**src/rtl/alist_pkg.sv**
```systemverilog
package alist_pkg;

  // request kinds carried in tuser on the input side
  typedef enum logic [2:0] {
    REQ_INS_FRONT = 3'd0,
    REQ_INS_BACK  = 3'd1,
    REQ_INS_AT    = 3'd2,
    REQ_DEL_FRONT = 3'd3,
    REQ_DEL_BACK  = 3'd4,
    REQ_DEL_AT    = 3'd5,
    REQ_SEARCH    = 3'd6,
    REQ_ROTATE    = 3'd7
  } req_e;

  // result status carried in tuser on the output side
  typedef enum logic [2:0] {
    ST_OK       = 3'd0,
    ST_FULL     = 3'd1,
    ST_EMPTY    = 3'd2,
    ST_BADPOS   = 3'd3,
    ST_NOTFOUND = 3'd4,
    ST_BADAMT   = 3'd5
  } status_e;

  // sequencer states
  typedef enum logic [2:0] {
    S_IDLE = 3'd0,
    S_EXEC = 3'd1,
    S_SCAN = 3'd2,
    S_MOD  = 3'd3,
    S_ROT  = 3'd4,
    S_DONE = 3'd5
  } state_e;

  // what every cell of the row does this cycle
  typedef enum logic [2:0] {
    CELL_HOLD   = 3'd0,
    CELL_INSERT = 3'd1,
    CELL_REMOVE = 3'd2,
    CELL_ROTATE = 3'd3
  } cell_op_e;

  localparam int unsigned WordW = 32;
  localparam int unsigned PosW  = 8;

  typedef logic [WordW-1:0] word_t;
  typedef logic [PosW-1:0]  pos_t;

  // broadcast control for the row of cells
  typedef struct packed {
    cell_op_e op;
    pos_t     pos;   // insert or remove position
    pos_t     last;  // index of the last held entry, for rotate
  } cell_ctrl_t;

endpackage

```
**src/rtl/alist_cell.sv**
```systemverilog
module alist_cell (
  input  logic                clk_i,
  input  alist_pkg::pos_t     idx_i,    // fixed place of this cell in the row
  input  alist_pkg::cell_ctrl_t ctrl_i,
  input  alist_pkg::word_t    data_i,   // new word, rotate head or search key
  input  alist_pkg::word_t    left_i,   // neighbor at idx - 1
  input  alist_pkg::word_t    right_i,  // neighbor at idx + 1
  output alist_pkg::word_t    data_o,
  output logic                match_o
);
  import alist_pkg::*;

  word_t data_q, data_d;

  // per-cell move decision
  always_comb begin
    data_d = data_q;
    case (ctrl_i.op)
      CELL_INSERT: begin
        if (idx_i == ctrl_i.pos) begin
          data_d = data_i;
        end else if (idx_i > ctrl_i.pos) begin
          data_d = left_i;
        end
      end
      CELL_REMOVE: begin
        if (idx_i >= ctrl_i.pos) begin
          data_d = right_i;
        end
      end
      CELL_ROTATE: begin
        if (idx_i == ctrl_i.last) begin
          data_d = data_i;
        end else if (idx_i < ctrl_i.last) begin
          data_d = right_i;
        end
      end
      default: data_d = data_q;
    endcase
  end

  always_ff @(posedge clk_i) begin
    data_q <= data_d;
  end

  assign data_o  = data_q;
  assign match_o = (data_q == data_i);

endmodule

```
**src/rtl/alist_mod.sv**
```systemverilog
module alist_mod #(
  parameter int unsigned CW = 4
) (
  input  logic          clk_i,
  input  logic          rst_ni,
  input  logic          start_i,
  input  logic [30:0]   dividend_i,
  input  logic [CW-1:0] divisor_i,
  output logic          done_o,
  output logic [CW-1:0] rem_o
);
  localparam int unsigned NB = 31;

  logic          busy_q, busy_d;
  logic          done_q, done_d;
  logic [4:0]    cnt_q, cnt_d;
  logic [NB-1:0] shift_q, shift_d;
  logic [CW-1:0] rem_q, rem_d;
  logic [CW:0]   trial;
  logic [CW-1:0] rem_next;

  // one restoring step per cycle, most significant bit first
  always_comb begin
    trial    = {rem_q, shift_q[NB-1]};
    rem_next = trial[CW-1:0];
    if (trial >= {1'b0, divisor_i}) begin
      rem_next = CW'(trial - {1'b0, divisor_i});
    end
  end

  // step control
  always_comb begin
    busy_d  = busy_q;
    done_d  = 1'b0;
    cnt_d   = cnt_q;
    shift_d = shift_q;
    rem_d   = rem_q;
    if (start_i) begin
      busy_d  = 1'b1;
      cnt_d   = 5'(NB - 1);
      shift_d = dividend_i;
      rem_d   = '0;
    end else if (busy_q) begin
      shift_d = {shift_q[NB-2:0], 1'b0};
      rem_d   = rem_next;
      if (cnt_q == '0) begin
        busy_d = 1'b0;
        done_d = 1'b1;
      end else begin
        cnt_d = cnt_q - 5'd1;
      end
    end
  end

  always_ff @(posedge clk_i or negedge rst_ni) begin
    if (!rst_ni) begin
      busy_q <= 1'b0;
      done_q <= 1'b0;
      cnt_q  <= '0;
    end else begin
      busy_q <= busy_d;
      done_q <= done_d;
      cnt_q  <= cnt_d;
    end
  end

  always_ff @(posedge clk_i) begin
    shift_q <= shift_d;
    rem_q   <= rem_d;
  end

  assign done_o = done_q;
  assign rem_o  = rem_q;

endmodule

```
**src/rtl/array_list_engine.sv**
```systemverilog
// bounded ordered list of signed 32-bit words, up to CAPACITY entries
// input channel s_axis: tuser carries the request kind, tdata the value
// and the position; one request is taken at a time, tready is high only
// while the engine is idle
// output channel m_axis: one result per request, tuser carries the status,
// tdata the removed word, the match index and the count after the request
// the result sits in an output register, so the engine goes back to idle
// and takes the next request while that result waits for tready
// from accept to result valid: inserts, deletes and rejected requests
// pass the execute and done states, then the output register; search
// walks the match flags one entry at a time up to the first match and
// stops at once on a miss; rotate waits for the bit-serial modulo unit,
// then shifts the cell row one place left per step (count - amount mod
// count steps, none when that remainder is zero, at most CAPACITY - 1)
// in every shift, insert and delete all cells of the row update together,
// each taking a neighbor's word, the broadcast word or its own
// reset empties the list and drops any pending result; entry words are
// not cleared, only entries below the count are ever read
module array_list_engine #(
  parameter int unsigned CAPACITY = 8
) (
  input  logic        clk_i,
  input  logic        rst_ni,
  input  logic        s_axis_tvalid,
  output logic        s_axis_tready,
  input  logic [39:0] s_axis_tdata,  // value[31:0], position[39:32]
  input  logic [2:0]  s_axis_tuser,  // req_type[2:0]
  output logic        m_axis_tvalid,
  input  logic        m_axis_tready,
  output logic [39:0] m_axis_tdata,  // data_out[31:0], found_index[34:32],
                                     // count_after[38:35], zero[39]
  output logic [2:0]  m_axis_tuser   // status[2:0]
);
  import alist_pkg::*;

  localparam int unsigned CW = $clog2(CAPACITY + 1);
  localparam int unsigned IW = (CAPACITY > 1) ? $clog2(CAPACITY) : 1;

  state_e        state_q, state_d;
  req_e          req_q;
  word_t         val_q;
  pos_t          pos_q;
  logic [CW-1:0] count_q, count_d;
  logic [CAPACITY-1:0] match_q, match_d;
  logic [IW-1:0] scan_q, scan_d;
  logic [CW-1:0] steps_q, steps_d;
  status_e       res_status_q, res_status_d;
  word_t         res_data_q, res_data_d;
  logic [2:0]    res_idx_q, res_idx_d;

  logic          out_valid_q;
  status_e       out_status_q;
  word_t         out_data_q;
  logic [2:0]    out_idx_q;
  logic [3:0]    out_count_q;
  logic          out_free;
  logic          in_take;

  status_e       ex_status;
  pos_t          ex_pos;
  logic          ex_ins, ex_del;
  logic [CW-1:0] count_dec;

  cell_ctrl_t    ctrl;
  word_t         bcast;
  word_t         cell_q [CAPACITY];
  logic [CAPACITY-1:0] cell_match;
  logic [CAPACITY-1:0] match_vec;

  logic          mod_start;
  logic          mod_done;
  logic [CW-1:0] mod_rem;

  assign out_free      = !out_valid_q || m_axis_tready;
  assign s_axis_tready = (state_q == S_IDLE);
  assign in_take       = s_axis_tvalid && s_axis_tready;
  assign count_dec     = count_q - CW'(1);

  // row of cells, each neighbor wired to the next
  for (genvar i = 0; i < CAPACITY; i++) begin : g_cell
    word_t left_w, right_w;
    if (i == 0) begin : g_first
      assign left_w = '0;
    end else begin : g_mid_l
      assign left_w = cell_q[i-1];
    end
    if (i == CAPACITY - 1) begin : g_last
      assign right_w = '0;
    end else begin : g_mid_r
      assign right_w = cell_q[i+1];
    end
    alist_cell u_cell (
      .clk_i  (clk_i),
      .idx_i  (PosW'(i)),
      .ctrl_i (ctrl),
      .data_i (bcast),
      .left_i (left_w),
      .right_i(right_w),
      .data_o (cell_q[i]),
      .match_o(cell_match[i])
    );
  end

  // rotate feeds the head into the tail, everything else uses the value
  assign bcast = (ctrl.op == CELL_ROTATE) ? cell_q[0] : val_q;

  // matches only count among held entries
  always_comb begin
    for (int i = 0; i < CAPACITY; i++) begin
      match_vec[i] = cell_match[i] && (PosW'(i) < PosW'(count_q));
    end
  end

  alist_mod #(.CW(CW)) u_mod (
    .clk_i     (clk_i),
    .rst_ni    (rst_ni),
    .start_i   (mod_start),
    .dividend_i(val_q[30:0]),
    .divisor_i (count_q),
    .done_o    (mod_done),
    .rem_o     (mod_rem)
  );

  // request decode and rejection checks
  always_comb begin
    ex_status = ST_OK;
    ex_pos    = pos_q;
    ex_ins    = 1'b0;
    ex_del    = 1'b0;
    unique case (req_q) inside
      REQ_INS_FRONT, REQ_INS_BACK, REQ_INS_AT: begin
        ex_ins = 1'b1;
        if (req_q == REQ_INS_FRONT) begin
          ex_pos = '0;
        end else if (req_q == REQ_INS_BACK) begin
          ex_pos = PosW'(count_q);
        end
        if (count_q == CW'(CAPACITY)) begin
          ex_status = ST_FULL;
        end else if (req_q == REQ_INS_AT && pos_q > PosW'(count_q)) begin
          ex_status = ST_BADPOS;
        end
      end
      REQ_DEL_FRONT, REQ_DEL_BACK, REQ_DEL_AT: begin
        ex_del = 1'b1;
        if (req_q == REQ_DEL_FRONT) begin
          ex_pos = '0;
        end else if (req_q == REQ_DEL_BACK) begin
          ex_pos = PosW'(count_dec);
        end
        if (count_q == '0) begin
          ex_status = ST_EMPTY;
        end else if (req_q == REQ_DEL_AT && pos_q >= PosW'(count_q)) begin
          ex_status = ST_BADPOS;
        end
      end
      REQ_SEARCH: begin
        if (count_q == '0) begin
          ex_status = ST_EMPTY;
        end
      end
      REQ_ROTATE: begin
        if (count_q == '0) begin
          ex_status = ST_EMPTY;
        end else if (val_q[31]) begin
          ex_status = ST_BADAMT;
        end
      end
    endcase
  end

  // next state
  always_comb begin
    state_d = state_q;
    unique case (state_q)
      S_IDLE: if (in_take) state_d = S_EXEC;
      S_EXEC: begin
        if (ex_status != ST_OK) begin
          state_d = S_DONE;
        end else if (req_q == REQ_SEARCH) begin
          state_d = S_SCAN;
        end else if (req_q == REQ_ROTATE) begin
          state_d = S_MOD;
        end else begin
          state_d = S_DONE;
        end
      end
      S_SCAN: if (match_q[0] || match_q == '0) state_d = S_DONE;
      S_MOD:  if (mod_done) state_d = S_ROT;
      S_ROT:  if (steps_q == '0) state_d = S_DONE;
      S_DONE: if (out_free) state_d = S_IDLE;
      default: state_d = S_IDLE;
    endcase
  end

  // datapath control per state
  always_comb begin
    count_d      = count_q;
    match_d      = match_q;
    scan_d       = scan_q;
    steps_d      = steps_q;
    res_status_d = res_status_q;
    res_data_d   = res_data_q;
    res_idx_d    = res_idx_q;
    mod_start    = 1'b0;
    ctrl.op      = CELL_HOLD;
    ctrl.pos     = ex_pos;
    ctrl.last    = PosW'(count_dec);
    unique case (state_q)
      S_EXEC: begin
        res_status_d = ex_status;
        res_data_d   = '0;
        res_idx_d    = '0;
        if (ex_status == ST_OK) begin
          if (ex_ins) begin
            ctrl.op = CELL_INSERT;
            count_d = count_q + CW'(1);
          end else if (ex_del) begin
            ctrl.op    = CELL_REMOVE;
            res_data_d = cell_q[ex_pos[IW-1:0]];
            count_d    = count_dec;
          end else if (req_q == REQ_SEARCH) begin
            match_d = match_vec;
            scan_d  = '0;
          end else begin
            mod_start = 1'b1;
          end
        end
      end
      S_SCAN: begin
        if (match_q[0]) begin
          res_idx_d = 3'(scan_q);
        end else if (match_q == '0) begin
          res_status_d = ST_NOTFOUND;
        end else begin
          match_d = match_q >> 1;
          scan_d  = scan_q + IW'(1);
        end
      end
      S_MOD: begin
        // right by k is left by count - k
        if (mod_done) begin
          steps_d = (mod_rem == '0) ? '0 : count_q - mod_rem;
        end
      end
      S_ROT: begin
        if (steps_q != '0) begin
          ctrl.op = CELL_ROTATE;
          steps_d = steps_q - CW'(1);
        end
      end
      default: ;
    endcase
  end

  // control registers
  always_ff @(posedge clk_i or negedge rst_ni) begin
    if (!rst_ni) begin
      state_q     <= S_IDLE;
      count_q     <= '0;
      out_valid_q <= 1'b0;
    end else begin
      state_q <= state_d;
      count_q <= count_d;
      if (state_q == S_DONE && out_free) begin
        out_valid_q <= 1'b1;
      end else if (m_axis_tready) begin
        out_valid_q <= 1'b0;
      end
    end
  end

  // request, work and result registers
  always_ff @(posedge clk_i) begin
    if (in_take) begin
      req_q <= req_e'(s_axis_tuser[2:0]);
      val_q <= s_axis_tdata[31:0];
      pos_q <= s_axis_tdata[39:32];
    end
    match_q      <= match_d;
    scan_q       <= scan_d;
    steps_q      <= steps_d;
    res_status_q <= res_status_d;
    res_data_q   <= res_data_d;
    res_idx_q    <= res_idx_d;
    if (state_q == S_DONE && out_free) begin
      out_status_q <= res_status_q;
      out_data_q   <= res_data_q;
      out_idx_q    <= res_idx_q;
      out_count_q  <= 4'(count_q);
    end
  end

  assign m_axis_tvalid = out_valid_q;
  assign m_axis_tuser  = out_status_q;
  assign m_axis_tdata  = {1'b0, out_count_q, out_idx_q, out_data_q};

`ifndef SYNTH
  // count stays within capacity
  a_count_bound: assert property (@(posedge clk_i) disable iff (!rst_ni)
    count_q <= CW'(CAPACITY))
    else $error("list count above capacity");

  // the count moves only when a request is carried out
  a_count_stable: assert property (@(posedge clk_i) disable iff (!rst_ni)
    state_q != S_EXEC |=> count_q == $past(count_q))
    else $error("count changed outside request execution");

  // rotate never shifts a full turn or more
  a_rot_steps: assert property (@(posedge clk_i) disable iff (!rst_ni)
    state_q == S_ROT |-> steps_q < count_q)
    else $error("rotate step count out of range");
`endif

endmodule

```
**config.mk**
```make
export PLATFORM = sky130hd
export DESIGN_NAME = array_list_engine
export DESIGN_NICKNAME = d
export VERILOG_FILES = /design/src/rtl/alist_pkg.sv /design/src/rtl/alist_cell.sv /design/src/rtl/alist_mod.sv /design/src/rtl/array_list_engine.sv
export SDC_FILE = /design/constraint.sdc
export NUM_CORES = 2
export LEC_CHECK = 0
export ABC_AREA = 1
export BUFFER_PORTS_ARGS = -buffer_cell sky130_fd_sc_hd__buf_2
export CORE_MARGIN = 2
export CORE_UTILIZATION = 40
export DETAILED_ROUTE_END_ITERATION = 6
export HOLD_SLACK_MARGIN = 0.15
export PLACE_DENSITY_LB_ADDON = 0.05
export SLEW_MARGIN = 20
export SYNTH_ARGS = -nofsm -noshare
export SYNTH_HDL_FRONTEND = slang
export SYNTH_SLANG_ARGS = --single-unit
```
**constraint.sdc**
```tcl
create_clock -name clk_i -period 9.9 [get_ports clk_i]
set_input_delay 1.485 -clock clk_i [delete_from_list [all_inputs] [get_ports clk_i]]
set_output_delay 1.485 -clock clk_i [all_outputs]
set_load 0.01 [all_outputs]
```
==> results.yml <==
grt:
  grt_overflow: 0
  grt_pass1_vias: 31900
  antenna_found_initial: 7
  grt_pass1_wl_mm: 224
  grt_max_degree: 103
  grt_use_total: 0.356
setup_path:
  worstPathCellList: "clkinv_1, ha_1, nand2_1, inv_2, nor2_1, nand2_1, nand3_1, a21oi_4, buf_4, nor2_4, buf_4, a21oi_1, nor2_4, buf_4"
  cpMostUsedCell: "buf_4"
  reg2reg_from: "count_q[0]$_DFFE_PN0P_"
  r2r-end: "g_cell[0].u_cell.data_o[12]$_DFFE_PP_"
  slowest_stage: "dfrtp_1"
  cp-start-kind: "flip-flop"
  critical_path.max_fanout: 34
  worstPathRequired_ps: 10170
  critical_path_arrival_ps: 5410
  r2r_cells: 14
  end_kind: "flip-flop"
  regToRegSetupSlack_ps: 4760
  worst-setup-path-type: "reg -> reg"
  cp_slowest_stage_delay_ps: 580
  critPathLaunch: "count_q[0]$_DFFE_PN0P_"
synthesis:
  synth-seq-cells: 444
  yosys.area.top_type: "edfxtp_1"
  yosys.area_share.simple: 0.372
  synth.avg_cell_area_um2: 6.51
  synth.most_common_cell: "nand2_1"
  synthArstFlopShare: 0.0338
  synth_top_family_by_area: "simple AND/OR/NAND/NOR gates"
  synth_compound_area_frac: 0.119
  yosys-top-cells-count: "1,751 x nand2_1, 703 x nor2_1, 584 x nand3_1"
  netlist_instances: 5146
  synth_top_area_share: 0.381
  synth_edf_count: 425
  synth_fa_ha_area_frac: 0.00829
  ys.flop_type: "edfxtp_1"
  yosys_warnings: 0
  synth.area.top_cells: "edfxtp_1 38%, nand2_1 20%, nand3_1 8.7%, nor2_1 7.9%, o21ai_0 6.0%"
  synthDistinctLibCells: 47
  synthMuxAreaShare: 0
  syn_area_mm2: 0.0335
  syn_nets: 5214
  ys_seq_area_frac: 0.394
  synthXorXnorAreaFrac: 0.0128
clock_network:
  cts_buffer_depth: 3
  post_cts_buffers: 0
  cts_tree: "yes"
  cts_root_buf: "clkbuf_16"
  cts_buffers: 55
  cts.repair.resized: 0
  clock_sinks: 444
  htree_num_levels: 2
  hold_buffers: 0
  clkLatencyLatePin_ps: 660
  clk_pin_slew_ps: 60
placed_design:
  port_buffers: 90
  dp_hpwl_mm: 101
  gp_routability_congestion: 1.01
sta:
  skew_ps: 33.8
  fmax_mhz: 195
  slew_headroom: 0.202
  slew_violations: 0
  whs_ps: 416
  fin_crit_sh: 0.519
  fin_tns_setup_ps: 0
  fin_crit_ps: 5140
  rsz0062_at_grt: "no"
  hold_viol: 0
  worst_pin_slew_ps: 1190
  finalSetupViolCount: 0
die:
  die_width_um: 293
  dieArea_mm2: 0.0861
  pin_count: 92
  num_rows: 106
  core_mm2: 0.0833
  chipHeight_um: 293
  initial_core_util: 0.402
worst_hold_path:
  whs_endpoint: "out_data_q[15]$_DFFE_PP_"
  worstHoldPathCells: 0
  hp-start: "res_data_q[15]$_SDFFCE_PP0P_"
  hold_class: "reg -> reg"
finish:
  area_growth_pct: 8.51
  fin_util: 0.437
  drive_gt1_frac: 0.0592
  finish.net_count: 5092
  fillers: 8867
routing:
  drt-wirelength-per-cell_um: 25.4
  via_per_inst: 5.72
  dr.pass1.iters: 6
  routed-via-count: 35200
  drtIter0Drc: 4216
  wl_mm: 156
  ant_nets: 0
  route.detailed.drc: 0
job:
  cap_violations: 0
power_and_ir_drop:
  leakage_uw: 0.0173
  p_per_area_mw_per_mm2: 374
  ir_drop_uv: 233
status:
  status: "complete, no violations"
[report_power, final]
group,switching (uW),leakage (uW),internal (uW)
logic,5810,0.0122,1820
registers,605,0.00417,3160
clock network,912,0.000895,1280
[per-layer routing]
layer,vias to the layer above,part of all wire,track usage
met5,-,0.00029,0
met4,6,0.074,0.225
met3,436,0.096,0.0638
met2,1940,0.43,0.534
met1,16400,0.40,0.473
li1,16400,-,-
[through the flow]
step | std cells | setup WS [ps] | area, um^2 | total power (uW)
after floorplan | 5146 | 5870 | 33500 | 8370
after global placement | 6047 | 4970 | 34500 | 11200
after detailed placement | 6047 | 4920 | 34500 | 11200
after CTS | 6146 | 4900 | 36400 | 13400
after global routing | 6146 | 4540 | 36400 | 14400
final | 6149 | 4760 | 36400 | 13600
[how the worst max path moves through the flow]
stage	endpoint	slack, ps	cells after the start
final	g_cell[0].u_cell.data_o[12]$_DFFE_PP_	4760	14
after floorplan	g_cell[2].u_cell.data_o[0]$_DFFE_PP_	5870	12
after global routing	g_cell[0].u_cell.data_o[12]$_DFFE_PP_	4540	14
after detailed placement	g_cell[0].u_cell.data_o[28]$_DFFE_PP_	4920	14
after global placement	g_cell[0].u_cell.data_o[28]$_DFFE_PP_	4970	14
after CTS	g_cell[0].u_cell.data_o[11]$_DFFE_PP_	4900	14
[sequential cells by signal, indices dropped and copies added (netlist names), 4 cells and up]
register              cells
steps_q                   4
pos_q                     8
u_mod.shift_q            31
count_q                   4
out_data_q               32
u_mod.rem_o               4
match_q                   8
res_data_q               32
out_count_q               4
u_mod.cnt_q               5
val_q                    32
g_cell.u_cell.data_o    256
[worst max-delay path: cells and delay by family (launching register included)]
kind / cells / cell delay, ps
buffers and inverters: 5 / 1860
and+or+nand+nor: 6 / 1400
DFF: 1 / 580
AOI/OAI and AO/OA: 2 / 450
adders and majority gates: 1 / 420
[final cells by class]
class	count	area, um^2	area share
multi-input combinational	3938	17300	0.477
clock buffer	66	1460	0.0402
inverter	427	1610	0.0442
sequential	444	13200	0.364
clock inverter	33	420	0.0116
tap	1080	1350	0.0372
timing repair buffer	158	961	0.0264
antenna	3	7.51	0.000206
[placed cells by master, fill, tap and decap left out, types with 15 or more instances in the layout]
cell / count
o21ai_1: 105
clkbuf_16: 57
xor2_1: 46
a21oi_1: 250
buf_2: 90
inv_1: 413
o21ai_0: 405
edfxtp_1: 425
ha_1: 19
nand2_1: 1744
nor2_4: 16
dfrtp_1: 15
buf_4: 68
nand3_1: 581
nor2_1: 692
[kinds of logic after synthesis]
kind of cell / Yosys count
and+or+nand+nor: 3087
AOI/OAI and AO/OA: 780
buffers and inverters: 764
DFF: 444
xor gates and xnor gates: 49
adders and majority gates: 21
other: 1
(Power assumes the default switching activity.)
